===== src/hdl/life_generation_rows_defines.svh =====
// assertion macros for the life generation row engine
// no dependencies; included by files that carry assertions
`ifndef LIFE_GENERATION_ROWS_DEFINES_SVH
`define LIFE_GENERATION_ROWS_DEFINES_SVH

`ifndef SYNTHESIS

`define LGR_ASSERT_IMPLIES(label, clk, rst, cond, prop) \
  label: assert property (@(posedge clk) disable iff (rst) (cond) |-> (prop)) \
    else $error("lgr assertion failed");

`define LGR_ASSERT_NEXT(label, clk, rst, cond, prop) \
  label: assert property (@(posedge clk) disable iff (rst) (cond) |=> (prop)) \
    else $error("lgr assertion failed");

`else

`define LGR_ASSERT_IMPLIES(label, clk, rst, cond, prop)

`define LGR_ASSERT_NEXT(label, clk, rst, cond, prop)

`endif

`endif


===== src/hdl/lgr_pkg.sv =====
// shared types, constants and the width mask function for the life row engine
// no dependencies
package lgr_pkg;

  localparam int ROW_W      = 64;
  localparam int MAX_WIDTH  = 64;
  localparam int WIDTH_W    = 7;
  localparam int FIFO_DEPTH = 4;
  localparam int FIFO_PTR_W = $clog2(FIFO_DEPTH);
  localparam int FIFO_CNT_W = $clog2(FIFO_DEPTH + 1);
  localparam int PADDR_W    = 3;
  localparam int PDATA_W    = 32;
  localparam int REG_IDX_W  = PADDR_W - 2;

  localparam logic [WIDTH_W-1:0] ROW_WIDTH_RESET = WIDTH_W'(64);

  typedef enum logic [REG_IDX_W-1:0] {
    REG_ROW_WIDTH = REG_IDX_W'(0)
  } lgr_reg_t;

  typedef struct packed {
    logic [ROW_W-1:0] row_cells;
    logic             last_row;
  } lgr_row_t;

  typedef struct packed {
    logic [ROW_W-1:0] next_row;
    logic             last_out;
  } lgr_gen_t;

  // masked bits that one cell shows its neighbors
  typedef struct packed {
    logic upper;
    logic middle;
    logic fresh;
  } lgr_nbr_t;

  typedef struct packed {
    logic load;
    logic have_middle;
    logic last;
  } lgr_ctrl_t;

  typedef struct packed {
    logic first;
    logic second;
  } lgr_push_t;

  function automatic logic [ROW_W-1:0] width_mask(input logic [WIDTH_W-1:0] width);
    logic [WIDTH_W-1:0] w_eff;
    logic [ROW_W-1:0]   m;
    w_eff = (width > WIDTH_W'(MAX_WIDTH)) ? WIDTH_W'(MAX_WIDTH) : width;
    for (int k = 0; k < ROW_W; k++) begin
      m[k] = (k < int'(w_eff));
    end
    return m;
  endfunction

endpackage


===== src/hdl/life_generation_rows.sv =====
// top level of the life generation row engine: config register, cell row, result queue
// depends on lgr_pkg, lgr_cell, lgr_out_fifo and life_generation_rows_defines.svh
//
//   channel   handshake              beat
//   rows in   row_valid/row_ready    row_beat (row_cells, last_row)
//   gens out  gen_valid/gen_ready    gen_beat (next_row, last_out)
//   config    psel/penable/pwrite    paddr, pwdata, prdata (row_width at 0)
//
// one row a cycle while row_ready is high; a row's results land in the queue at the
// edge that takes it; a last row also yields the beat flagged last_out
// row_ready is high while the 4-deep result queue has room for two beats
// synchronous reset clears the stored rows, queue and row_width (back to 64)
`include "life_generation_rows_defines.svh"

module life_generation_rows (
  input  logic                          clk,
  input  logic                          rst,
  input  logic                          row_valid,
  output logic                          row_ready,
  input  lgr_pkg::lgr_row_t             row_beat,
  output logic                          gen_valid,
  input  logic                          gen_ready,
  output lgr_pkg::lgr_gen_t             gen_beat,
  input  logic                          psel,
  input  logic                          penable,
  input  logic                          pwrite,
  input  logic [lgr_pkg::PADDR_W-1:0]   paddr,
  input  logic [lgr_pkg::PDATA_W-1:0]   pwdata,
  output logic [lgr_pkg::PDATA_W-1:0]   prdata,
  output logic                          pready
);

  logic [lgr_pkg::WIDTH_W-1:0] row_width;
  logic                        have_middle, have_middle_next;
  logic [lgr_pkg::ROW_W-1:0]   row_mask;
  logic [lgr_pkg::ROW_W-1:0]   mid_bits, last_bits;
  logic                        acc;
  logic                        room_two;
  lgr_pkg::lgr_reg_t           reg_idx;
  lgr_pkg::lgr_ctrl_t          ctrl;
  lgr_pkg::lgr_push_t          push;
  lgr_pkg::lgr_gen_t           first_beat, second_beat;
  lgr_pkg::lgr_nbr_t           nbr [lgr_pkg::MAX_WIDTH];

  assign pready  = 1'b1;
  assign reg_idx = lgr_pkg::lgr_reg_t'(paddr[lgr_pkg::PADDR_W-1:2]);

  always_ff @(posedge clk) begin
    if (rst) begin
      row_width <= lgr_pkg::ROW_WIDTH_RESET;
    end else if (psel && penable && pwrite && pready) begin
      unique case (reg_idx)
        lgr_pkg::REG_ROW_WIDTH: begin
          row_width <= pwdata[lgr_pkg::WIDTH_W-1:0];
        end
        default: begin
        end
      endcase
    end
  end

  always_comb begin
    unique case (reg_idx)
      lgr_pkg::REG_ROW_WIDTH: prdata = lgr_pkg::PDATA_W'(row_width);
      default:                prdata = '0;
    endcase
  end

  assign row_mask  = lgr_pkg::width_mask(row_width);
  assign row_ready = room_two;
  assign acc       = row_valid & row_ready;
  assign ctrl      = '{load: acc, have_middle: have_middle, last: row_beat.last_row};

  always_comb begin
    have_middle_next = have_middle;
    if (acc) begin
      have_middle_next = !row_beat.last_row;
    end
  end

  always_ff @(posedge clk) begin
    if (rst) begin
      have_middle <= 1'b0;
    end else begin
      have_middle <= have_middle_next;
    end
  end

  for (genvar k = 0; k < lgr_pkg::MAX_WIDTH; k++) begin : g_cell
    lgr_pkg::lgr_nbr_t left, right;
    if (k == 0) begin : g_lo
      assign left = '0;
    end else begin : g_lo_n
      assign left = nbr[k-1];
    end
    if (k == lgr_pkg::MAX_WIDTH - 1) begin : g_hi
      assign right = '0;
    end else begin : g_hi_n
      assign right = nbr[k+1];
    end
    lgr_cell u_cell (
      .clk      (clk),
      .rst      (rst),
      .ctrl     (ctrl),
      .mask     (row_mask[k]),
      .fresh    (row_beat.row_cells[k]),
      .left     (left),
      .right    (right),
      .self_nbr (nbr[k]),
      .gen_mid  (mid_bits[k]),
      .gen_last (last_bits[k])
    );
  end

  if (lgr_pkg::MAX_WIDTH < lgr_pkg::ROW_W) begin : g_pad
    assign mid_bits[lgr_pkg::ROW_W-1:lgr_pkg::MAX_WIDTH]  = '0;
    assign last_bits[lgr_pkg::ROW_W-1:lgr_pkg::MAX_WIDTH] = '0;
  end

  assign push        = '{first: acc & have_middle, second: acc & row_beat.last_row};
  assign first_beat  = '{next_row: mid_bits, last_out: 1'b0};
  assign second_beat = '{next_row: last_bits, last_out: 1'b1};

  lgr_out_fifo u_out_fifo (
    .clk         (clk),
    .rst         (rst),
    .push        (push),
    .first_beat  (first_beat),
    .second_beat (second_beat),
    .room_two    (room_two),
    .gen_valid   (gen_valid),
    .gen_ready   (gen_ready),
    .gen_beat    (gen_beat)
  );

  `LGR_ASSERT_NEXT(a_last_ends_grid, clk, rst, acc && row_beat.last_row, !have_middle)
  `LGR_ASSERT_NEXT(a_first_row_held, clk, rst, acc && !have_middle && !row_beat.last_row, have_middle)
  `LGR_ASSERT_NEXT(a_result_queued, clk, rst, acc && (have_middle || row_beat.last_row), gen_valid)
  `LGR_ASSERT_IMPLIES(a_dead_beyond_width, clk, rst, gen_valid, (gen_beat.next_row & ~row_mask) == '0)

endmodule


===== src/hdl/lgr_cell.sv =====
// one column cell: holds the upper and middle bit of its column, counts neighbors
// depends on lgr_pkg
module lgr_cell (
  input  logic              clk,
  input  logic              rst,
  input  lgr_pkg::lgr_ctrl_t ctrl,
  input  logic              mask,
  input  logic              fresh,
  input  lgr_pkg::lgr_nbr_t left,
  input  lgr_pkg::lgr_nbr_t right,
  output lgr_pkg::lgr_nbr_t self_nbr,
  output logic              gen_mid,
  output logic              gen_last
);

  logic       upper, upper_next;
  logic       middle, middle_next;
  logic       u, m, f;
  logic       la, a, ra;
  logic [3:0] n_mid, n_last;

  assign u = upper & mask;
  assign m = middle & mask;
  assign f = fresh & mask;
  assign self_nbr = '{upper: u, middle: m, fresh: f};

  // row above the final row is the middle row only when one is pending
  assign la = left.middle & ctrl.have_middle;
  assign a  = m & ctrl.have_middle;
  assign ra = right.middle & ctrl.have_middle;

  always_comb begin
    n_mid = 4'(left.upper) + 4'(u) + 4'(right.upper)
          + 4'(left.middle) + 4'(right.middle)
          + 4'(left.fresh) + 4'(f) + 4'(right.fresh);
    n_last = 4'(la) + 4'(a) + 4'(ra) + 4'(left.fresh) + 4'(right.fresh);
    gen_mid  = mask & ((n_mid == 4'd3) | (m & (n_mid == 4'd2)));
    gen_last = mask & ((n_last == 4'd3) | (f & (n_last == 4'd2)));
  end

  always_comb begin
    upper_next  = upper;
    middle_next = middle;
    if (ctrl.load) begin
      if (ctrl.last) begin
        upper_next  = 1'b0;
        middle_next = 1'b0;
      end else if (ctrl.have_middle) begin
        upper_next  = middle;
        middle_next = f;
      end else begin
        upper_next  = 1'b0;
        middle_next = f;
      end
    end
  end

  always_ff @(posedge clk) begin
    if (rst) begin
      upper  <= 1'b0;
      middle <= 1'b0;
    end else begin
      upper  <= upper_next;
      middle <= middle_next;
    end
  end

endmodule


===== src/hdl/lgr_out_fifo.sv =====
// result queue: takes up to two beats per cycle, hands out one when gen_ready is high
// depends on lgr_pkg
module lgr_out_fifo (
  input  logic               clk,
  input  logic               rst,
  input  lgr_pkg::lgr_push_t push,
  input  lgr_pkg::lgr_gen_t  first_beat,
  input  lgr_pkg::lgr_gen_t  second_beat,
  output logic               room_two,
  output logic               gen_valid,
  input  logic               gen_ready,
  output lgr_pkg::lgr_gen_t  gen_beat
);

  lgr_pkg::lgr_gen_t                 mem [lgr_pkg::FIFO_DEPTH];
  logic [lgr_pkg::FIFO_PTR_W-1:0]    wptr, rptr, wptr_plus;
  logic [lgr_pkg::FIFO_CNT_W-1:0]    count, n_push;
  logic                              pop;

  assign pop       = gen_valid & gen_ready;
  assign n_push    = lgr_pkg::FIFO_CNT_W'(push.first) + lgr_pkg::FIFO_CNT_W'(push.second);
  assign wptr_plus = wptr + lgr_pkg::FIFO_PTR_W'(1);
  assign room_two  = count <= lgr_pkg::FIFO_CNT_W'(lgr_pkg::FIFO_DEPTH - 2);
  assign gen_valid = count != '0;
  assign gen_beat  = mem[rptr];

  always_ff @(posedge clk) begin
    if (rst) begin
      wptr  <= '0;
      rptr  <= '0;
      count <= '0;
    end else begin
      wptr  <= wptr + lgr_pkg::FIFO_PTR_W'(n_push);
      rptr  <= rptr + lgr_pkg::FIFO_PTR_W'(pop);
      count <= count + n_push - lgr_pkg::FIFO_CNT_W'(pop);
    end
  end

  always_ff @(posedge clk) begin
    if (push.first) begin
      mem[wptr] <= first_beat;
      if (push.second) begin
        mem[wptr_plus] <= second_beat;
      end
    end else if (push.second) begin
      mem[wptr] <= second_beat;
    end
  end

endmodule

===== config.mk =====
export PLATFORM = sky130hd
export DESIGN_NAME = life_generation_rows
export DESIGN_NICKNAME = d
export VERILOG_FILES = /design/src/hdl/lgr_pkg.sv /design/src/hdl/life_generation_rows.sv /design/src/hdl/lgr_cell.sv /design/src/hdl/lgr_out_fifo.sv
export VERILOG_INCLUDE_DIRS = /design/src /design/src/hdl
export SDC_FILE = /design/constraint.sdc
export NUM_CORES = 2
export LEC_CHECK = 0
export BUFFER_PORTS_ARGS = -buffer_cell sky130_fd_sc_hd__clkbuf_2
export CORE_MARGIN = 2
export CORE_UTILIZATION = 65
export DETAILED_ROUTE_END_ITERATION = 10
export PLACE_DENSITY = 0.84
export SYNTH_ARGS = -nofsm -noshare
export SYNTH_HDL_FRONTEND = slang
export SYNTH_HIERARCHICAL = 1
export SYNTH_SLANG_ARGS = --single-unit

===== constraint.sdc =====
create_clock -name clk -period 22.7 [get_ports clk]
set_clock_uncertainty 0.05 [all_clocks]
set_input_delay 1.135 -clock clk [delete_from_list [all_inputs] [get_ports clk]]
set_output_delay 1.135 -clock clk [all_outputs]
set_load 0.02 [all_outputs]

; Word level (Yosys, flattened, before mapping)
; Memories as Yosys holds them, arrays and structs flattened. A register that Yosys moved wholly into a read port is not among the register bits.
; Cells that the tools add are included.
; Widths: inputs -> output; s select.
[classes]
add_sub_neg = 698
n_lt_le_gt_ge = 66
n_eq_ne = 256
n_mux = 203
bitwise_logic = 646
n_reduce_logical = 5
[ops]
columns = cell, n
row1 = $add 4x1->4, 566
row2 = $eq 4x2->1 const B, 256
row3 = $and 1x1->1, 516
row4 = $add 1x1->2, 127
row5 = $lt 6x7->1 const A, 32
row6 = $mux 1, 199
row7 = $or 1x1->1, 129
row8 = $lt 5x7->1 const A, 16
row9 = $mux 65, 1
row10 = $lt 4x7->1 const A, 8
row11 = $lt 3x7->1 const A, 4
row12 = $lt 1x7->1 const A, 2
row13 = $lt 2x7->1 const A, 2
row14 = $mux 7, 2
row15 = $gt 7x7->1 const B, 1
row16 = $add 3x3->3, 1
row17 = $le 3x2->1 const B, 1
row18 = $reduce_bool 3->1, 1
row19 = $sub 3x1->3, 1
row20 = $add 2x1->2, 1
row21 = $add 2x1->2 const B, 1
row22 = $add 2x2->2, 1
row23 = $logic_and 1x1->1, 2
row24 = $mux 2, 1
row25 = 3 further kinds, 3
[word_totals]
register_bits = 143
ram_bits = 260
in_bits = 107
word_cells = 2008
n_memories = 1
[mem_list]
columns = memory, depth, width, rd, rd_ports_with_merged_regs, write_ports, line
row1 = u_out_fifo.mem, 4, 65, 1, 1, 2, lgr_out_fifo.sv:15  ; lgr_pkg::lgr_gen_t mem [lgr_pkg::FIFO_DEPTH];

; Logic depth before layout (Yosys ltp)
[logic_depth]
depth_word = 16
depth_mapped = 18
depth_no_buf = 16

; Hierarchy
; Netlist, hierarchy kept.
[modules_own_cells]
columns = mod, n_inst, cells_per_inst, area_each_um2, seq_area_each_um2
row1 = lgr_cell at g_cell[0].u_cell ..., 62, 46, 404.1, 40.0
row2 = lgr_out_fifo, 1, 998, 14278.7, 7947.6
row3 = life_generation_rows, 1, 179, 1181.1, 160.2
row4 = lgr_cell at g_cell[34].u_cell ..., 2, 46, 400.4, 40.0

; Least setup slack after synthesis
; OpenSTA, ideal clock, no wires.
[synth_path]
path_type = reg2reg
from = register have_middle
to = memory u_out_fifo/mem[1][0] in the netlist's numbering (enable)
arrival_time_ps = 8366
setup_slack_ps = 13774
path_stages_with_launch = 9
path_buffers = 4
period_less_slack_ps = 8926
path_cell_list = dfxtp_1 and3_1 ha_1 buf_4 nand2b_4 buf_6 buf_6 buf_2 a21oi_1
[synth_rtl]
columns = item, line
row1 = "start, declared", life_generation_rows.sv:34  ; logic have_middle, have_middle_next;
row2 = "start signal, assigned", life_generation_rows.sv:85  ; have_middle <= have_middle_next;
row3 = "end, declared", lgr_out_fifo.sv:15

==> reports/qor.csv <==
stage,metric,value,unit
global_route,gr ovfl total,0,
worst_setup_path,flop2flop setup slack,16.88,ns
clock_network,"CTS clk-pin slew, worst paths",0.06,ns
power_and_ir_drop,P per Cell Area,70.5,nW/um^2
placement,Final Wtd Congestion,0.906,
yosys,Post-synth EDFFs,260,
worst_setup_path,"Worst Path Class, Setup",reg2reg,
final_layout,Layout Utilization,0.682,
placement,post-DP HPWL,68700,um
hold_path,min-delay worst type,reg2reg,
timing,Least-Margin Pin Slew,1.33,ns
routing,Post-Route WL,100000,um
routing,Vias,30200,
yosys,"area leader, netlist",edfxtp_1,
clock_network,PostCTS Resize Cnt,0,
yosys,top-area cell type share of the netlist area,0.189,
yosys,sequential cell area fraction in the yosys report,0.258,
clock_network,Post-CTS Hold Fix Bufs,0,
job,total of max-cap violations,0,
clock_network,CTS tree,built,
timing,Hold Fails Final Rpt,0,
worst_setup_path,CP top delay family,simple AND/OR/NAND/NOR gates,
worst_setup_path,CP Cell Sequence,nor2_4 -> inv_2 -> nor2_2 -> o21ai_0 -> and2_1 -> fa_1 -> inv_1 -> fa_1 -> inv_1 -> ha_1 -> fa_1 -> or2_0 -> a21oi_1 -> nand2b_1 -> o221ai_1,
final_layout,layout cells sized above 1,0.158,
routing,DRC Markers,0,
clock_network,# Post-CTS Setup Buffers,0,
worst_setup_path,Worst R2R End,u_out_fifo/mem[1][10],
die,num ports,207,
routing,initial DRC count,2305,
yosys,Seq cells post-synth,403,
timing,setup violators final,0,
timing,Max Transition Viols Final,0,
power_and_ir_drop,combinational share of power,0.408,
final_layout,area grow syn2layout,3.86,%
clock_network,Clk Tree Root Cell,clkbuf_16,
timing,fmax,172,MHz
power_and_ir_drop,NetSw,1.13,mW
outcome,outcome,"finished, final reports clean",
die,num rows,92,
worst_setup_path,Worst EP arrival,6.18,ns
power_and_ir_drop,worst ir drop on vdd,0.0541,mV
clock_network,CTS Sinks,403,
power_and_ir_drop,internal power,1.89,mW
routing,average wire per standard cell,20.2,um
clock_network,later-pin clock latency in the skew report,0.60,ns
die,die width,256,um
global_route,Total Routing Usage GR,0.306,
die,initial cell density of the core,0.656,
power_and_ir_drop,Leak,19.3,nW
worst_setup_path,WP depth,15,
yosys,Post-synth ARST share,0,
yosys,Main synth FF type,edfxtp_1,
timing,Slew headroom,0.113,
worst_setup_path,CP Launch Type,register,
worst_setup_path,crit path from,row_width[6],
yosys,"Distinct cells, synth",59,
worst_setup_path,CP Buf/Inv Count,3,
yosys,cell area after synthesis,41300,sq um
global_route,largest net degree at the start of global routing,103,
power_and_ir_drop,clock power share,0.274,
timing,Hold WS,0.418,ns
routing,Post-DRT Antenna Nets,0,
worst_setup_path,crit path max fanout,35,
worst_setup_path,launching point of the worst reg2reg path,row_width[6],
die,Die Span Y,256,um
worst_setup_path,"Slowest-stage cell, CP",dfxtp_2,
yosys,Post-synth top cells,"718 x inv_1, 400 x nand2_1, 385 x fa_1",
timing,RSZ-0062 raised after global routing,false,
yosys,Avg Inst Size Synth,10.0,sq um
routing,Via density,6.11,
worst_setup_path,r2r worst-path depth,15,
global_route,antenna violations before repair,6,
power_and_ir_drop,Final Power,3.02,mW
die,total die area,65600,sq um
yosys,yosys warns,6,
clock_network,CTS max path bufs,3,
final_layout,final net count,4813,
power_and_ir_drop,Reg power frac,0.318,
yosys,Mapped Cells,4121,
placement,IO Port Bufs,153,
timing,Post-Route Setup TNS,0,ns
yosys,cell with the most instances after synthesis,inv_1,
timing,Final Cycle Share,0.256,
worst_setup_path,CP endpoint,u_out_fifo/mem[1][10],
global_route,first-pass GRT wire length,161000,um
worst_setup_path,crit-path max cell delay,0.62,ns
clock_network,H-tree lvl count,2,
timing,final worst path period need,5.82,ns
routing,first-pass detailed-route iteration total,6,
worst_setup_path,cell mode on critical path,fa_1,
worst_setup_path,CP Data Required Time,23.06,ns
worst_setup_path,crit path capture type,register,
global_route,vias in the first global route,30900,
die,core area,63000,sq um
yosys,Area contributors post-synth,"edfxtp_1 19%, fa_1 19%, ha_1 8.0%",
clock_network,CTS buffer count,49,
power_and_ir_drop,switch share,0.374,
worst min path at each step:
stage	startpoint	to	slack, ns	cells after the start
floorplan	g_cell[0].u_cell/upper	g_cell[0].u_cell/upper	0.39	2
detailed placement	g_cell[7].u_cell/upper	g_cell[7].u_cell/upper	0.41	2
global placement	g_cell[54].u_cell/upper	g_cell[54].u_cell/upper	0.41	2
finish	g_cell[53].u_cell/upper	g_cell[53].u_cell/upper	0.42	2
CTS	g_cell[7].u_cell/upper	g_cell[7].u_cell/upper	0.42	2
global route	g_cell[18].u_cell/upper	g_cell[18].u_cell/upper	0.43	2
logic make-up (layout without fill, tap and decap cells):
kind of cell | Yosys count | after routing | synth area share
adder cells (fa/ha/maj) | 649 | 649 | 0.266
flip-flops | 403 | 403 | 0.258
other | 2 | 43 | 0.000182
buffers and inverters | 1054 | 992 | 0.123
XOR/XNOR | 3 | 3 | 0.00130
multiplexers | 71 | 71 | 0.0369
AO/OA/AOI/OAI | 642 | 642 | 0.119
AND/OR/NAND/NOR | 1297 | 1297 | 0.195
registers in the layout, indices dropped and copies added, names as in the netlist:
signal	flops
u_out_fifo/wptr	2
row_width	7
g_cell.u_cell/middle	64
u_out_fifo/mem	260
have_middle	1
u_out_fifo/rptr	2
g_cell.u_cell/upper	64
u_out_fifo/count	3
stage by stage:
step / cells / worst slack, ns / cell area (sq um)
3_5_place_dp: 4852 / 17.12 / 41200
5_1_grt: 4946 / 16.70 / 42900
2_1_floorplan: 4160 / 13.77 / 41500
6_report: 4946 / 16.88 / 42900
4_1_cts: 4944 / 17.08 / 42900
3_3_place_gp: 4852 / 17.22 / 41200
tightest hold or removal path: cells and delay by family, from the launching register on:
family          cells  cell delay [ns]
simple gates        1             0.06
flops               1             0.31
compound gates      1             0.05
area by class of cell:
| cell class | count | area (sq um) |
|---|---|---|
| inverters | 719 | 2700 |
| clock buffers | 60 | 1320 |
| repair buffers | 181 | 985 |
| diodes | 2 | 5.00 |
| clock inverters | 32 | 379 |
| multi-input cells | 2703 | 25800 |
| fillers | 4576 | 20100 |
| well taps | 846 | 1060 |
| flip-flops and latches | 403 | 10700 |
power groups by stage:
stage / clock (mW) / combinational [mW] / sequential [mW]
floorplan: 0 / 0.967 / 0.948
global placement: 0 / 1.17 / 0.973
detailed placement: 0 / 1.22 / 0.976
CTS: 0.840 / 1.23 / 0.961
global route: 0.866 / 1.36 / 0.969
finish: 0.830 / 1.23 / 0.962
metal layers:
metal / GRT usage / vias to the layer above / part of all wire
li1: - / 13600 / -
met1: 0.400 / 14900 / 0.39
met2: 0.503 / 1442 / 0.48
met3: 0.0577 / 279 / 0.096
met4: 0.128 / 8 / 0.040
met5: 0 / - / 0.00054
layout by cell type, fill, tap and decap left out, types with 10 or more instances in the layout:
cell	count
dfxtp_1	138
conb_1	41
fa_1	385
o21ai_0	20
ha_1	263
o211ai_1	65
nand3b_4	62
nor2_1	85
mux4_2	65
nand2b_1	264
clkbuf_16	51
o221ai_2	41
a21oi_1	204
clkbuf_2	151
edfxtp_1	260
nor3_1	68
inv_1	718
and2_1	69
and2_4	63
o2bb2ai_1	65
nand3_1	65
and2_2	62
or2_0	62
nand2_1	399
o21bai_1	10
a21oi_2	64
nand4b_1	67
o221ai_1	154
buf_4	29
Power figures use the tool's default switching activity.
